**config.mk**
```make
export PLATFORM = sky130hd
export DESIGN_NAME = csh_fifo
export DESIGN_NICKNAME = d
export VERILOG_FILES = /design/src/rtl/core/csh_pkg.sv /design/src/rtl/core/csh_fifo.sv
export SDC_FILE = /design/constraint.sdc
export NUM_CORES = 1
export LEC_CHECK = 0
export BUFFER_PORTS_ARGS = -buffer_cell sky130_fd_sc_hd__buf_4
export CAP_MARGIN = 40
export CELL_PAD_IN_SITES_DETAIL_PLACEMENT = 1
export CELL_PAD_IN_SITES_GLOBAL_PLACEMENT = 2
export CORE_AREA = 3 3 114 116
export CTS_CLUSTER_SIZE = 24
export DETAILED_ROUTE_END_ITERATION = 8
export DIE_AREA = 0 0 117 119
export GPL_TIMING_DRIVEN = 0
export HOLD_SLACK_MARGIN = 0.15
export PLACE_DENSITY_LB_ADDON = 0.1
export SLEW_MARGIN = 20
export SYNTH_ARGS = -nofsm -noshare
export SYNTH_HDL_FRONTEND = slang
export SYNTH_SLANG_ARGS = --single-unit
```
**constraint.sdc**
```tcl
create_clock -name clk -period 2.64 [get_ports clk]
set_input_delay 0.66 -clock clk [delete_from_list [all_inputs] [get_ports clk]]
set_output_delay 0.66 -clock clk [all_outputs]
set_load 0.05 [all_outputs]
```
**src/rtl/core/csh_pkg.sv**
```systemverilog
// shared types and constants of the charge stamp histogrammer
package csh_pkg;

	// histogram geometry
	localparam int NUM_BINS   = 256;
	localparam int BIN_W      = (NUM_BINS > 1) ? $clog2(NUM_BINS) : 1;
	localparam int HIST_COUNT = 5;
	localparam int MEM_DEPTH  = HIST_COUNT * NUM_BINS;
	localparam int ADDR_W     = $clog2(MEM_DEPTH);
	localparam int HIST_W     = 3;

	// charge and divider sizes
	localparam int CHARGE_W  = 17;
	localparam int PEAK_W    = 9;
	localparam int PRESC_W   = 16;
	localparam int COUNT_W   = 16;
	localparam int ENTRY_W   = 32;
	localparam int DIV_STEPS = CHARGE_W;
	localparam int STEP_W    = $clog2(DIV_STEPS + 1);

	// hit word bit positions
	localparam int PEAK_LSB   = 9;
	localparam int HIGH_RANGE = 23;
	localparam int CHAN_LSB   = 17;
	localparam int CHIP_BIT   = 11;

	// job queue between front and back
	localparam int QUEUE_DEPTH = 2;
	localparam int QPTR_W      = (QUEUE_DEPTH > 1) ? $clog2(QUEUE_DEPTH) : 1;
	localparam int QCNT_W      = $clog2(QUEUE_DEPTH + 1);

	// configuration port
	localparam int CFG_IDX_W  = 2;
	localparam int CFG_DATA_W = 16;

	typedef enum logic [CFG_IDX_W-1:0] {
		CFG_HISTO_ENABLE = 2'd0,
		CFG_STAMP_MODE   = 2'd1,
		CFG_PRESCALE     = 2'd2
	} csh_cfg_idx_t;

	// stamp modes
	localparam logic [1:0] MODE_FADC = 2'd1;
	localparam logic [1:0] MODE_ATWD = 2'd2;

	typedef struct packed {
		logic [31:0] hit_word_first;
		logic [31:0] hit_word_third;
	} csh_in_t;

	typedef struct packed {
		logic               updated;
		logic [HIST_W-1:0]  histo_index;
		logic [7:0]         bin_index;
		logic [COUNT_W-1:0] bin_count;
		logic [ENTRY_W-1:0] entry_count;
	} csh_out_t;

	// classified hit handed from front to back
	typedef struct packed {
		logic                skip;
		logic                force_last;
		logic [HIST_W-1:0]   histo;
		logic [CHARGE_W-1:0] value;
		logic [PRESC_W-1:0]  prescale;
	} csh_job_t;

	typedef enum logic [2:0] {
		ST_CLEAR,
		ST_IDLE,
		ST_DIV,
		ST_ADDR,
		ST_READ,
		ST_UPDATE,
		ST_DONE
	} csh_state_t;

endpackage

```
**src/rtl/core/csh_fifo.sv**
```systemverilog
// short job queue between the classifying front and the histogram back
module csh_fifo (
	input  logic              clk,
	input  logic              arst_n,
	input  logic              push,
	input  csh_pkg::csh_job_t push_data,
	output logic              full,
	input  logic              pop,
	output csh_pkg::csh_job_t pop_data,
	output logic              not_empty
);
	import csh_pkg::*;

	csh_job_t          slots_q [QUEUE_DEPTH];
	logic [QPTR_W-1:0] wr_ptr_q;
	logic [QPTR_W-1:0] rd_ptr_q;
	logic [QCNT_W-1:0] count_q;

	assign full      = (count_q == QCNT_W'(QUEUE_DEPTH));
	assign not_empty = (count_q != '0);
	assign pop_data  = slots_q[rd_ptr_q];

	// pointers and fill count
	always_ff @(posedge clk or negedge arst_n) begin
		if (!arst_n) begin
			wr_ptr_q <= '0;
			rd_ptr_q <= '0;
			count_q  <= '0;
		end else begin
			if (push) begin
				wr_ptr_q <= (wr_ptr_q == QPTR_W'(QUEUE_DEPTH - 1)) ? '0 : wr_ptr_q + 1'b1;
			end
			if (pop) begin
				rd_ptr_q <= (rd_ptr_q == QPTR_W'(QUEUE_DEPTH - 1)) ? '0 : rd_ptr_q + 1'b1;
			end
			if (push && !pop) begin
				count_q <= count_q + 1'b1;
			end else if (pop && !push) begin
				count_q <= count_q - 1'b1;
			end
		end
	end

	// slot storage
	always_ff @(posedge clk) begin
		if (push) begin
			slots_q[wr_ptr_q] <= push_data;
		end
	end

endmodule

```
Word level (Yosys, flattened, before mapping). Memories as Yosys holds them, arrays and structs flattened. Index checks and enable logic that the tools add are counted.

Flip-flop bits (word level): 4. RAM bits: 76. Bits of input ports: 42. Output and inout bits: 40. Word-level logic and storage cells: 21. Memories kept: 1.

Memory list: slots_q (words 2, bits a word 38, rd ports 1, clocked after memory_dff 0, wr ports 1, line csh_fifo.sv:14) `csh_job_t slots_q [QUEUE_DEPTH];`.

Add/sub/neg operators: 4. Eq/ne operators: 1. Multiplexer cells: 6. Reductions and logical operators: 6.

Operators by type and width (count): 1-bit 2-to-1 mux (4); 2-bit 2-to-1 mux (2); 2-bit nonzero test (2); 1-bit adder, second input constant (2); 2-bit by 1-bit adder with 2-bit output, second input constant (1); 2-bit equality test, second input constant (1); 1-bit logical AND (2); 1-bit zero test (2); 2-bit by 1-bit subtractor with 2-bit output, second input constant (1).

Depth between registers and ports, before layout.
Depth after elaboration: 4. Mapped depth: 5. Mapped depth without buffers: 5.

Worst setup path before layout. OpenSTA, ideal clock, no wires.

Path kind: input to register. Start: in push. End: mem slots_q[0][0] (netlist bit), enable pin. Setup time: 438 ps. Data arrival time: 2364 ps. Data required time: 2202 ps. Setup slack: -162 ps. Stages: 1. Path buffers: 0. Cell sequence: nor2b_1.

Word-level cells in the longest chain between the ends: 2.

RTL lines: from (decl) (line csh_fifo.sv:5) `input logic push,`; 1-bit 2-to-1 mux (line csh_fifo.sv:46) `if (push) begin`; 1-bit 2-to-1 mux (not written as such) (line csh_fifo.sv:47) `slots_q[wr_ptr_q] <= push_data;`; to (decl) (line csh_fifo.sv:14).

Every way passes these cells.

==> flow_summary.yaml <==
critical_path:
  cp_data_arrival_time_ps: 1570
  r2r_setup_slack_ps: 1130
  crit_fanout: 10
  critPathCaptureType: "output pin"
  critical_path_class: "flip-flop to output pin"
  start_kind: "flip-flop"
  crit_required_ps: 1980
synth:
  yosysMostFrequentCell: "edfxtp_1"
  ys_async_sr_fraction_pct: 5.00
  synth_sequential_area_ratio_pct: 80.0
  netlist_area_um2: 2980
  yosys-top-cells-area: "edfxtp_1 77%, mux2_2 11%, mux2_4 5.0%"
  synth_edf_count: 76
  synth_cells: 134
  synthTopCellsByCount: "76 x edfxtp_1, 28 x mux2_2, 10 x mux2_4, 4 x dfrtp_1, 4 x xor2_1"
  syn_area_per_cell_um2: 22.2
  synth.top_cell.area_share_pct: 76.6
  ys.flop_type: "edfxtp_1"
  synth_top_area_cell: "edfxtp_1"
  ys_ff_latch: 80
  synth_nets: 177
  synth_cell_type_count: 15
  yosysWarnings: 0
timing:
  rsz0062_at_grt: "no"
  setup_slack_ps: 409
  fin_hold_ws_ps: 486
  skew_ps: 2.60
  setup_viol_count_final: 0
  fin_crit_ps: 2230
  tns_ps: 0
  worstMarginPinSlew_ps: 615
  fmax_mhz: 448
  slew_viol_final: 0
  hold_viol: 0
  fin_crit_sh_pct: 84.5
  relSlewSlack_pct: 58.9
place:
  dpl_worst_slack_ps: 700
  place_congestion: 0.630
  port_buffers: 81
  placed_area_um2: 3820
  hpwl_um: 4110
floorplanning:
  chipHeight_um: 119
  start_util_pct: 24.8
  coreArea_um2: 12000
  dieWidth_um: 117
  io_pins: 82
  dieArea_um2: 13900
  num_rows: 40
drt:
  drt_iter0_drc: 25
  wl_per_cell_um: 15.8
  drtPass1Iterations: 4
  wl_um: 6010
  ant_nets: 0
  vias: 1534
  drc: 0
  vias_per_cell: 4.03
power:
  power.density_nw_per_um2: 1250
  power_leakage_nw: 1.57
  vdd.ir_drop.worst_mv: 0.486
  power_mw: 5.15
final_layout:
  syn_to_final_growth_pct: 37.9
  fin_area_um2: 4110
  nets: 272
  fillers: 1224
  drive_gt1_share_pct: 59.4
  diodes: 0
clock_tree:
  clk_root_buffer_cell: "clkbuf_16"
  clk_path_buf_depth: 2
  hold_buffers: 1
  numClockSinks: 80
  clk_latency_ps: 320
  cts_tree: "done"
  post_cts_resized: 0
  numCtsBuffers: 9
  cts_setup_buffers: 0
  htree_levels: 3
  clk_pin_slew_worst_paths_ps: 60
global_route:
  grt_pass1_vias: 1673
  gr-usage-all-layers_pct: 9.10
  grt_pass1_wl_um: 9070
  grt_start_max_net_pins: 21
  grt_antenna_before_repair: 0
  grt_overflow: 0
min_path:
  min_path_type: "flip-flop to flip-flop"
flow_run:
  maxCapViolCount: 0
outcome:
  outcome: "finished, final reports clean"
[per-layer routing]
metal	wire, µm	track usage [%]	vias to the layer above
met2	3010	14.2	48
met1	2510	10.7	766
met5	0	0	-
li1	-	-	710
met4	149	5.81	0
met3	337	2.85	10
[critical path, cell delays in order, from the launching register on]
cell and delay [ps]:
dfrtp_1 370, buf_6 190, buf_8 180, mux2_4 310
buf_4 190
[final timing paths]
| kind | from | to | cells after the start |
|---|---|---|---|
| max reg2reg | wr_ptr_q$_DFFE_PN0P_ | slots_q[0][9]$_DFFE_PP_ | 2 |
| min | count_q[1]$_DFFE_PN0P_ | count_q[1]$_DFFE_PN0P_ | 1 |
| max | rd_ptr_q$_DFFE_PN0P_ | pop_data[5] | 4 |
| min in group asynchronous | arst_n | count_q[1]$_DFFE_PN0P_ | 2 |
| min reg2reg | count_q[1]$_DFFE_PN0P_ | count_q[1]$_DFFE_PN0P_ | 1 |
| max in group asynchronous | arst_n | rd_ptr_q$_DFFE_PN0P_ | 2 |
[power by group]
group	leakage (nW)	switching, mW	total (mW)	internal (mW)
sequential	0.760	0.0734	1.76	1.69
clock	0.136	0.446	1.16	0.717
combinational	0.677	1.44	2.23	0.790
total	1.57	1.96	5.15	3.20
[cells in the final DEF, fill, tap and decap left out, drive strengths merged]
| cell | netlist | final |
|---|---|---|
| ha | 1 | 1 |
| clkinv | 0 | 5 |
| xnor2 | 1 | 1 |
| bufinv | 0 | 1 |
| dlygate4sd3 | 0 | 1 |
| buf | 4 | 87 |
| inv | 1 | 1 |
| nor2 | 1 | 1 |
| and2 | 1 | 1 |
| or2 | 1 | 1 |
| mux2 | 38 | 38 |
| nor2b | 2 | 2 |
| xor2 | 4 | 4 |
| edfxtp | 76 | 76 |
| dfrtp | 4 | 4 |
| clkbuf | 0 | 10 |
[registers in the layout, summed over array words and instances, names as in the netlist]
signal / flops
count_q: 2
wr_ptr_q: 1
rd_ptr_q: 1
slots_q: 76
[final cells by class]
type | count | area [µm²] | area share [%]
sequential | 80 | 2380 | 58.0
timing repair buffer | 84 | 658 | 16.0
multi-input combinational | 49 | 559 | 13.6
clock buffer | 10 | 229 | 5.57
tap | 147 | 184 | 4.48
clock inverter | 6 | 50.0 | 1.22
buffer | 4 | 41.3 | 1.01
inverter | 1 | 3.75 | 0.0914
[logic make-up after synthesis]
| group | after synthesis | synth area share [%] |
|---|---|---|
| flip-flops | 80 | 80.0 |
| multiplexers | 38 | 15.6 |
| XOR/XNOR | 5 | 1.47 |
| buffers and inverters | 5 | 1.51 |
| AND/OR/NAND/NOR | 5 | 0.966 |
| adder cells (fa/ha/maj) | 1 | 0.420 |
[per-stage QoR]
step                      utilization (%)  std cells
after global routing                 34.2        381
after detailed placement             31.8        364
after global placement               31.4        362
after floorplan                         -        134
after CTS                            34.2        381
final                                34.2        381
(Power assumes the default switching activity.)
