$ cat config.mk
export PLATFORM = sky130hd
export DESIGN_NAME = csh_front
export DESIGN_NICKNAME = d
export VERILOG_FILES = /design/src/rtl/core/csh_pkg.sv /design/src/rtl/core/csh_front.sv
export SDC_FILE = /design/constraint.sdc
export NUM_CORES = 1
export LEC_CHECK = 0
export ABC_AREA = 1
export BUFFER_PORTS_ARGS = -buffer_cell sky130_fd_sc_hd__buf_2
export CAP_MARGIN = 40
export CORE_MARGIN = 5
export CORE_UTILIZATION = 38
export DETAILED_ROUTE_END_ITERATION = 16
export PLACE_DENSITY = 0.86
export SLEW_MARGIN = 20
export SYNTH_ARGS = -nofsm -noshare
export SYNTH_HDL_FRONTEND = slang
export SYNTH_SLANG_ARGS = --single-unit
$ cat constraint.sdc
create_clock -name clk -period 1.5 [get_ports clk]
set_input_delay 0 -clock clk [delete_from_list [all_inputs] [get_ports clk]]
set_output_delay 0 -clock clk [all_outputs]
set_load 0.01 [all_outputs]
$ cat src/rtl/core/csh_pkg.sv
// shared types and constants of the charge stamp histogrammer
package csh_pkg;

	// histogram geometry
	localparam int NUM_BINS   = 256;
	localparam int BIN_W      = (NUM_BINS > 1) ? $clog2(NUM_BINS) : 1;
	localparam int HIST_COUNT = 5;
	localparam int MEM_DEPTH  = HIST_COUNT * NUM_BINS;
	localparam int ADDR_W     = $clog2(MEM_DEPTH);
	localparam int HIST_W     = 3;

	// charge and divider sizes
	localparam int CHARGE_W  = 17;
	localparam int PEAK_W    = 9;
	localparam int PRESC_W   = 16;
	localparam int COUNT_W   = 16;
	localparam int ENTRY_W   = 32;
	localparam int DIV_STEPS = CHARGE_W;
	localparam int STEP_W    = $clog2(DIV_STEPS + 1);

	// hit word bit positions
	localparam int PEAK_LSB   = 9;
	localparam int HIGH_RANGE = 23;
	localparam int CHAN_LSB   = 17;
	localparam int CHIP_BIT   = 11;

	// job queue between front and back
	localparam int QUEUE_DEPTH = 2;
	localparam int QPTR_W      = (QUEUE_DEPTH > 1) ? $clog2(QUEUE_DEPTH) : 1;
	localparam int QCNT_W      = $clog2(QUEUE_DEPTH + 1);

	// configuration port
	localparam int CFG_IDX_W  = 2;
	localparam int CFG_DATA_W = 16;

	typedef enum logic [CFG_IDX_W-1:0] {
		CFG_HISTO_ENABLE = 2'd0,
		CFG_STAMP_MODE   = 2'd1,
		CFG_PRESCALE     = 2'd2
	} csh_cfg_idx_t;

	// stamp modes
	localparam logic [1:0] MODE_FADC = 2'd1;
	localparam logic [1:0] MODE_ATWD = 2'd2;

	typedef struct packed {
		logic [31:0] hit_word_first;
		logic [31:0] hit_word_third;
	} csh_in_t;

	typedef struct packed {
		logic               updated;
		logic [HIST_W-1:0]  histo_index;
		logic [7:0]         bin_index;
		logic [COUNT_W-1:0] bin_count;
		logic [ENTRY_W-1:0] entry_count;
	} csh_out_t;

	// classified hit handed from front to back
	typedef struct packed {
		logic                skip;
		logic                force_last;
		logic [HIST_W-1:0]   histo;
		logic [CHARGE_W-1:0] value;
		logic [PRESC_W-1:0]  prescale;
	} csh_job_t;

	typedef enum logic [2:0] {
		ST_CLEAR,
		ST_IDLE,
		ST_DIV,
		ST_ADDR,
		ST_READ,
		ST_UPDATE,
		ST_DONE
	} csh_state_t;

endpackage

$ cat src/rtl/core/csh_front.sv
// configuration registers and hit classification
module csh_front (
	input  logic                                clk,
	input  logic                                arst_n,
	input  logic                                cfg_we,
	input  logic [csh_pkg::CFG_IDX_W-1:0]       cfg_index,
	input  logic [csh_pkg::CFG_DATA_W-1:0]      cfg_wdata,
	input  logic                                in_valid,
	output logic                                in_stall,
	input  csh_pkg::csh_in_t                    in_item,
	input  logic                                queue_full,
	input  logic                                clearing,
	output logic                                push,
	output csh_pkg::csh_job_t                   push_data
);
	import csh_pkg::*;

	logic               enable_q;
	logic [1:0]         mode_q;
	logic [PRESC_W-1:0] prescale_q;

	logic [PEAK_W-1:0]  peak;
	logic [PEAK_W:0]    peak_scaled;
	logic [1:0]         chan;
	logic               chan_over;
	logic [1:0]         atwd_sel;

	// configuration writes
	always_ff @(posedge clk or negedge arst_n) begin
		if (!arst_n) begin
			enable_q   <= 1'b0;
			mode_q     <= '0;
			prescale_q <= PRESC_W'(1);
		end else if (cfg_we) begin
			unique case (cfg_index)
				CFG_HISTO_ENABLE: enable_q   <= cfg_wdata[0];
				CFG_STAMP_MODE:   mode_q     <= cfg_wdata[1:0];
				CFG_PRESCALE:     prescale_q <= cfg_wdata[PRESC_W-1:0];
				default: ;
			endcase
		end
	end

	// input handshake
	assign in_stall = queue_full | clearing;
	assign push     = in_valid & ~in_stall;

	// field extraction
	assign peak        = in_item.hit_word_third[PEAK_LSB +: PEAK_W];
	assign peak_scaled = in_item.hit_word_third[HIGH_RANGE] ? {peak, 1'b0} : {1'b0, peak};
	assign chan        = in_item.hit_word_third[CHAN_LSB +: 2];
	assign chan_over   = (chan > 2'd1);
	assign atwd_sel    = {in_item.hit_word_first[CHIP_BIT], chan_over | chan[0]};

	// classify the hit by mode
	always_comb begin
		push_data          = '0;
		push_data.prescale = prescale_q;
		if (!enable_q) begin
			push_data.skip = 1'b1;
		end else begin
			unique case (mode_q)
				MODE_FADC: begin
					push_data.skip  = (prescale_q == '0);
					push_data.histo = '0;
					push_data.value = CHARGE_W'(peak_scaled);
				end
				MODE_ATWD: begin
					push_data.force_last = (prescale_q == '0) | chan_over;
					push_data.histo      = HIST_W'(atwd_sel) + HIST_W'(1);
					push_data.value      = in_item.hit_word_third[CHARGE_W-1:0];
				end
				default: begin
					push_data.skip = 1'b1;
				end
			endcase
		end
	end

endmodule

==> Word-level counts from Yosys, hierarchy flattened <==
Cells that the tools add are included.
{ "classes": {"add_sub_neg": 1, "n_lt_le_gt_ge": 1, "eq_ne": 4, "muxes": 6, "bitwise": 5, "n_reduce_logical": 5} }
{ "op_table": {"columns": ["operator", "count"], "rows": [
  ["$pmux W20 S2", 1],
  ["$mux W21", 1],
  ["$logic_not A16 Y1", 1],
  ["$mux W10", 1],
  ["$reduce_and A2 Y1", 3],
  ["$eq A2 B1 Y1 const B", 2],
  ["$eq A2 B2 Y1 const B", 2],
  ["$add A2 B1 Y3 const B", 1],
  ["$or A1 B1 Y1", 3],
  ["$gt A2 B1 Y1 const B", 1],
  ["$logic_not A2 Y1", 1],
  ["$mux W1", 2],
  ["$pmux W1 S2", 1],
  ["$and A1 B1 Y1", 1],
  ["$not A1 Y1", 1]
]} }
{ "totals": {"register_bits": 19, "output_inout_bits": 40} }

==> Logic depth before layout (Yosys ltp) <==
{ "depth": {"depth_word": 5, "depth_mapped": 8, "ltp_nobuf": 8} }

==> Worst setup path before layout <==
No wires, ideal clock.
{ "synth_path": {"path_kind": "register to output", "start": "reg mode_q[0]", "end": "out push_data[16] in the netlist's numbering", "arrival_ps": 1155, "required_ps": 1500, "slack_ps": 345, "path_stages_with_launch": 6, "n_path_buf": 0, "cell_sequence": "dfrtp_1 -> inv_1 -> ha_1 -> nor2_4 -> inv_1 -> a21oi_1"} }
{ "synth_rtl": {"columns": ["item", "line", "rtl"], "rows": [
  ["start: declaration", "csh_front.sv:19", "logic [1:0] mode_q;"],
  ["start signal: assignment", "csh_front.sv:37", "CFG_STAMP_MODE: mode_q <= cfg_wdata[1:0];"],
  ["end: declaration", "csh_front.sv:14", "output csh_pkg::csh_job_t push_data"]
]} }

==> metrics.json <==
{
  "status": "complete, but fails checks",
  "violations": "setup timing",
  "maxCapViolations": 0,
  "detail_route.drc_violations": 0,
  "p_leak_nw": 1.17,
  "r2r_setup_slack_ps": 690,
  "cts-buffers-inserted": 3,
  "layout_setup_ws_ps": -57.5,
  "timing_hold_violations_final": 0,
  "root_buffer": "sky130_fd_sc_hd__clkbuf_4",
  "timing.final.max_slew_violations": 0,
  "coreArea_mm2": 0.00308,
  "crit_arrival_ps": 1560,
  "final-instance-count-excl-fill": 334,
  "routed_wire_length_per_instance_um": 11.8,
  "maximum_number_of_pins_on_one_net_before_global_route_repair": 33,
  "detail-route-antenna-nets": 0,
  "setup-violations-final": 9,
  "clock_power_share": 0.158,
  "final_period_minus_worst_setup_slack_ps": 1560,
  "area_growth_pct": 63.4,
  "number_of_different_library_cells_in_the_post_synthesis_netlist": 19,
  "tritoncts_num_sinks": 19,
  "yosys_warnings": 0,
  "synth.ff_latch_count": 19,
  "crit_fanout": 13,
  "routed_via_density": 4.46,
  "route.final.wire_length_mm": 3.94,
  "detailedPlacementHpwl_mm": 2.73,
  "grt_pass1_wl_mm": 5.84,
  "drt_iter0_drc": 108,
  "initial_core_util": 0.396,
  "grt_antenna_before_repair": 0,
  "p_seq_frac": 0.431,
  "top_level_ports": 128,
  "critical_path_class": "flop to primary output",
  "p_per_area_mw_per_mm2": 789,
  "sw_frac_of_total": 0.365,
  "clockBufferDepth": 2,
  "hold_wc_path_type": "primary input to flop",
  "p_int_mw": 0.999,
  "drt_first_pass_iters": 6,
  "comb_power_share": 0.411,
  "die-width_um": 66.7,
  "detailroute.via_count": 1491,
  "die_height_um": 66.7,
  "synth_area_per_cell_um2": 6.56,
  "ir_drop_v": 0.000542,
  "critical_path.endpoint_type": "primary output",
  "clkTransAtPathRegs_ps": 100,
  "worst_slew_pin_slew_ps": 518,
  "rsz0062_at_grt": "yes",
  "synth_sequential_area_ratio": 0.391,
  "relSlewSlack": 0.655,
  "setup.worst_path.start_class": "flop",
  "syn_area_mm2": 0.00122,
  "cts_htree_levels": 1,
  "fp.dieArea_mm2": 0.00444,
  "clk_skew_ps": 0,
  "overflow": 0,
  "fin_tns_setup_ps": -263,
  "vias_in_the_first_global_route": 1399,
  "fmax_ghz": 0.642,
  "std_cell_rows": 20,
  "power_mw": 1.57,
  "placed_cells": 311,
  "tritoncts_clock_tree": "built",
  "gp_routability_congestion": 0.728,
  "number_of_antenna_repair_diodes": 0,
  "synth_nets": 277,
  "fraction_of_the_cycle_the_final_worst_path_needs": 1.04,
  "clock_latency_ps": 290,
  "required_ps": 1500,
  "drive_gt1_frac": 0.400,
  "post_synth_inst_count": 186,
  "design.final.nets": 382,
  "grt_util_all_layers": 0.172,
  "switching_power_of_the_nets_mw": 0.574,
  "fin_hold_ws_ps": 35.8,
  "dp_worst_setup_slack_ps": 196,
  "numPortBuffers": 84
}
## cell type report
type	count	area, µm²
multi-input cells	120	624
repair buffers	104	642
clock buffers	4	26.3
fillers	256	1080
flip-flops and latches	19	479
well taps	44	55.1
inverters	43	166
## layer usage
| metal | global-route usage | wire length, µm | part of all wire |
|---|---|---|---|
| met1 | 0.185 | 1500 | 0.38 |
| met2 | 0.323 | 1940 | 0.49 |
| met3 | 0.0405 | 469 | 0.12 |
| met4 | 0.0609 | 36 | 0.0091 |
| met5 | 0 | 0 | 0 |
## kinds of logic after synthesis
kind of cell | count (synthesis) | synth area share
DFF | 19 | 0.391
and+or+nand+nor | 80 | 0.274
AOI/OAI and AO/OA | 37 | 0.154
buffers and inverters | 47 | 0.151
adders and majority gates | 3 | 0.0308
## through the flow
step	instance area [µm²]	util
CTS	1930	0.628
floorplan	1220	-
global placement	1680	0.546
detailed placement	1680	0.546
global route	1990	0.648
finish	1990	0.648
## cells in the final DEF (no fill, tap or decap)
cell type,instances
sky130_fd_sc_hd__ha_4,2
sky130_fd_sc_hd__buf_6,5
sky130_fd_sc_hd__nand3_1,4
sky130_fd_sc_hd__nand2_1,40
sky130_fd_sc_hd__nor2_1,24
sky130_fd_sc_hd__o21ai_1,12
sky130_fd_sc_hd__nor2_2,6
sky130_fd_sc_hd__o21ai_0,21
sky130_fd_sc_hd__dlygate4sd3_1,17
sky130_fd_sc_hd__clkbuf_1,1
sky130_fd_sc_hd__clkbuf_4,3
sky130_fd_sc_hd__dfrtp_1,16
sky130_fd_sc_hd__dfstp_2,1
sky130_fd_sc_hd__inv_4,2
sky130_fd_sc_hd__nand2_8,1
sky130_fd_sc_hd__dfrtp_2,2
sky130_fd_sc_hd__buf_4,2
sky130_fd_sc_hd__ha_1,1
sky130_fd_sc_hd__nor2_4,2
sky130_fd_sc_hd__inv_1,37
sky130_fd_sc_hd__o211ai_1,1
sky130_fd_sc_hd__nand2_2,1
sky130_fd_sc_hd__nand3_2,1
sky130_fd_sc_hd__or2_2,1
sky130_fd_sc_hd__inv_2,4
sky130_fd_sc_hd__a21oi_2,3
sky130_fd_sc_hd__buf_2,80
## registers in the layout, summed over array words and instances, names as in the netlist
| signal | cells |
|---|---|
| prescale_q | 16 |
| enable_q | 1 |
| mode_q | 2 |
## final timing paths
kind	startpoint	endpoint	cells after the start
max in group asynchronous	arst_n	prescale_q[0]	2
max	mode_q[0]	push_data[22]	7
max reg2reg	mode_q[1]	mode_q[1]	3
min	cfg_we	enable_q	3
min in group asynchronous	arst_n	prescale_q[7]	2
min reg2reg	prescale_q[4]	prescale_q[4]	2
## power by group through the flow
stage / Combinational (mW) / Clock (mW) / Sequential, mW
6_report: 0.647 / 0.249 / 0.677
5_1_grt: 0.716 / 0.280 / 0.693
4_1_cts: 0.611 / 0.261 / 0.670
3_5_place_dp: 0.525 / 0 / 0.673
3_3_place_gp: 0.514 / 0 / 0.670
2_1_floorplan: 0.271 / 0 / 0.696
## synth_stat cells
cell | count | area (µm²)
sky130_fd_sc_hd__o21ai_1 | 7 | 35.0
sky130_fd_sc_hd__o211ai_1 | 1 | 7.51
sky130_fd_sc_hd__nand2_1 | 40 | 150
sky130_fd_sc_hd__nand3_1 | 4 | 20.0
sky130_fd_sc_hd__dfstp_2 | 1 | 26.3
sky130_fd_sc_hd__a21oi_1 | 3 | 15.0
sky130_fd_sc_hd__nor2_1 | 30 | 113
sky130_fd_sc_hd__nand2_2 | 2 | 12.5
sky130_fd_sc_hd__buf_4 | 1 | 7.51
sky130_fd_sc_hd__inv_1 | 41 | 154
sky130_fd_sc_hd__or2_2 | 1 | 6.26
sky130_fd_sc_hd__ha_1 | 3 | 37.5
sky130_fd_sc_hd__inv_2 | 2 | 7.51
sky130_fd_sc_hd__dfrtp_1 | 18 | 450
sky130_fd_sc_hd__o21ai_0 | 26 | 130
sky130_fd_sc_hd__buf_2 | 2 | 10.0
sky130_fd_sc_hd__clkbuf_2 | 1 | 5.00
sky130_fd_sc_hd__nand3_2 | 1 | 10.0
sky130_fd_sc_hd__nor2_4 | 2 | 22.5
## worst max-delay path: stages, from the launching register on
cell                      delay, ps
sky130_fd_sc_hd__dfrtp_2        450
sky130_fd_sc_hd__inv_2           80
sky130_fd_sc_hd__ha_4           240
sky130_fd_sc_hd__nand2_1        110
sky130_fd_sc_hd__o21ai_1        120
sky130_fd_sc_hd__o21ai_1         90
sky130_fd_sc_hd__inv_1           50
sky130_fd_sc_hd__buf_2          120
## timing repair
action                                  in CTS  in global routing
endpoints found under the hold margin       38                  0
resized for setup                           11                 21
cloned                                       0                  0
hold buffers                                17                  0
endpoints found under the setup margin      18                 21
buffers inserted                             3                  0
pin swaps                                    4                  1
Power figures use the tool's default switching activity.
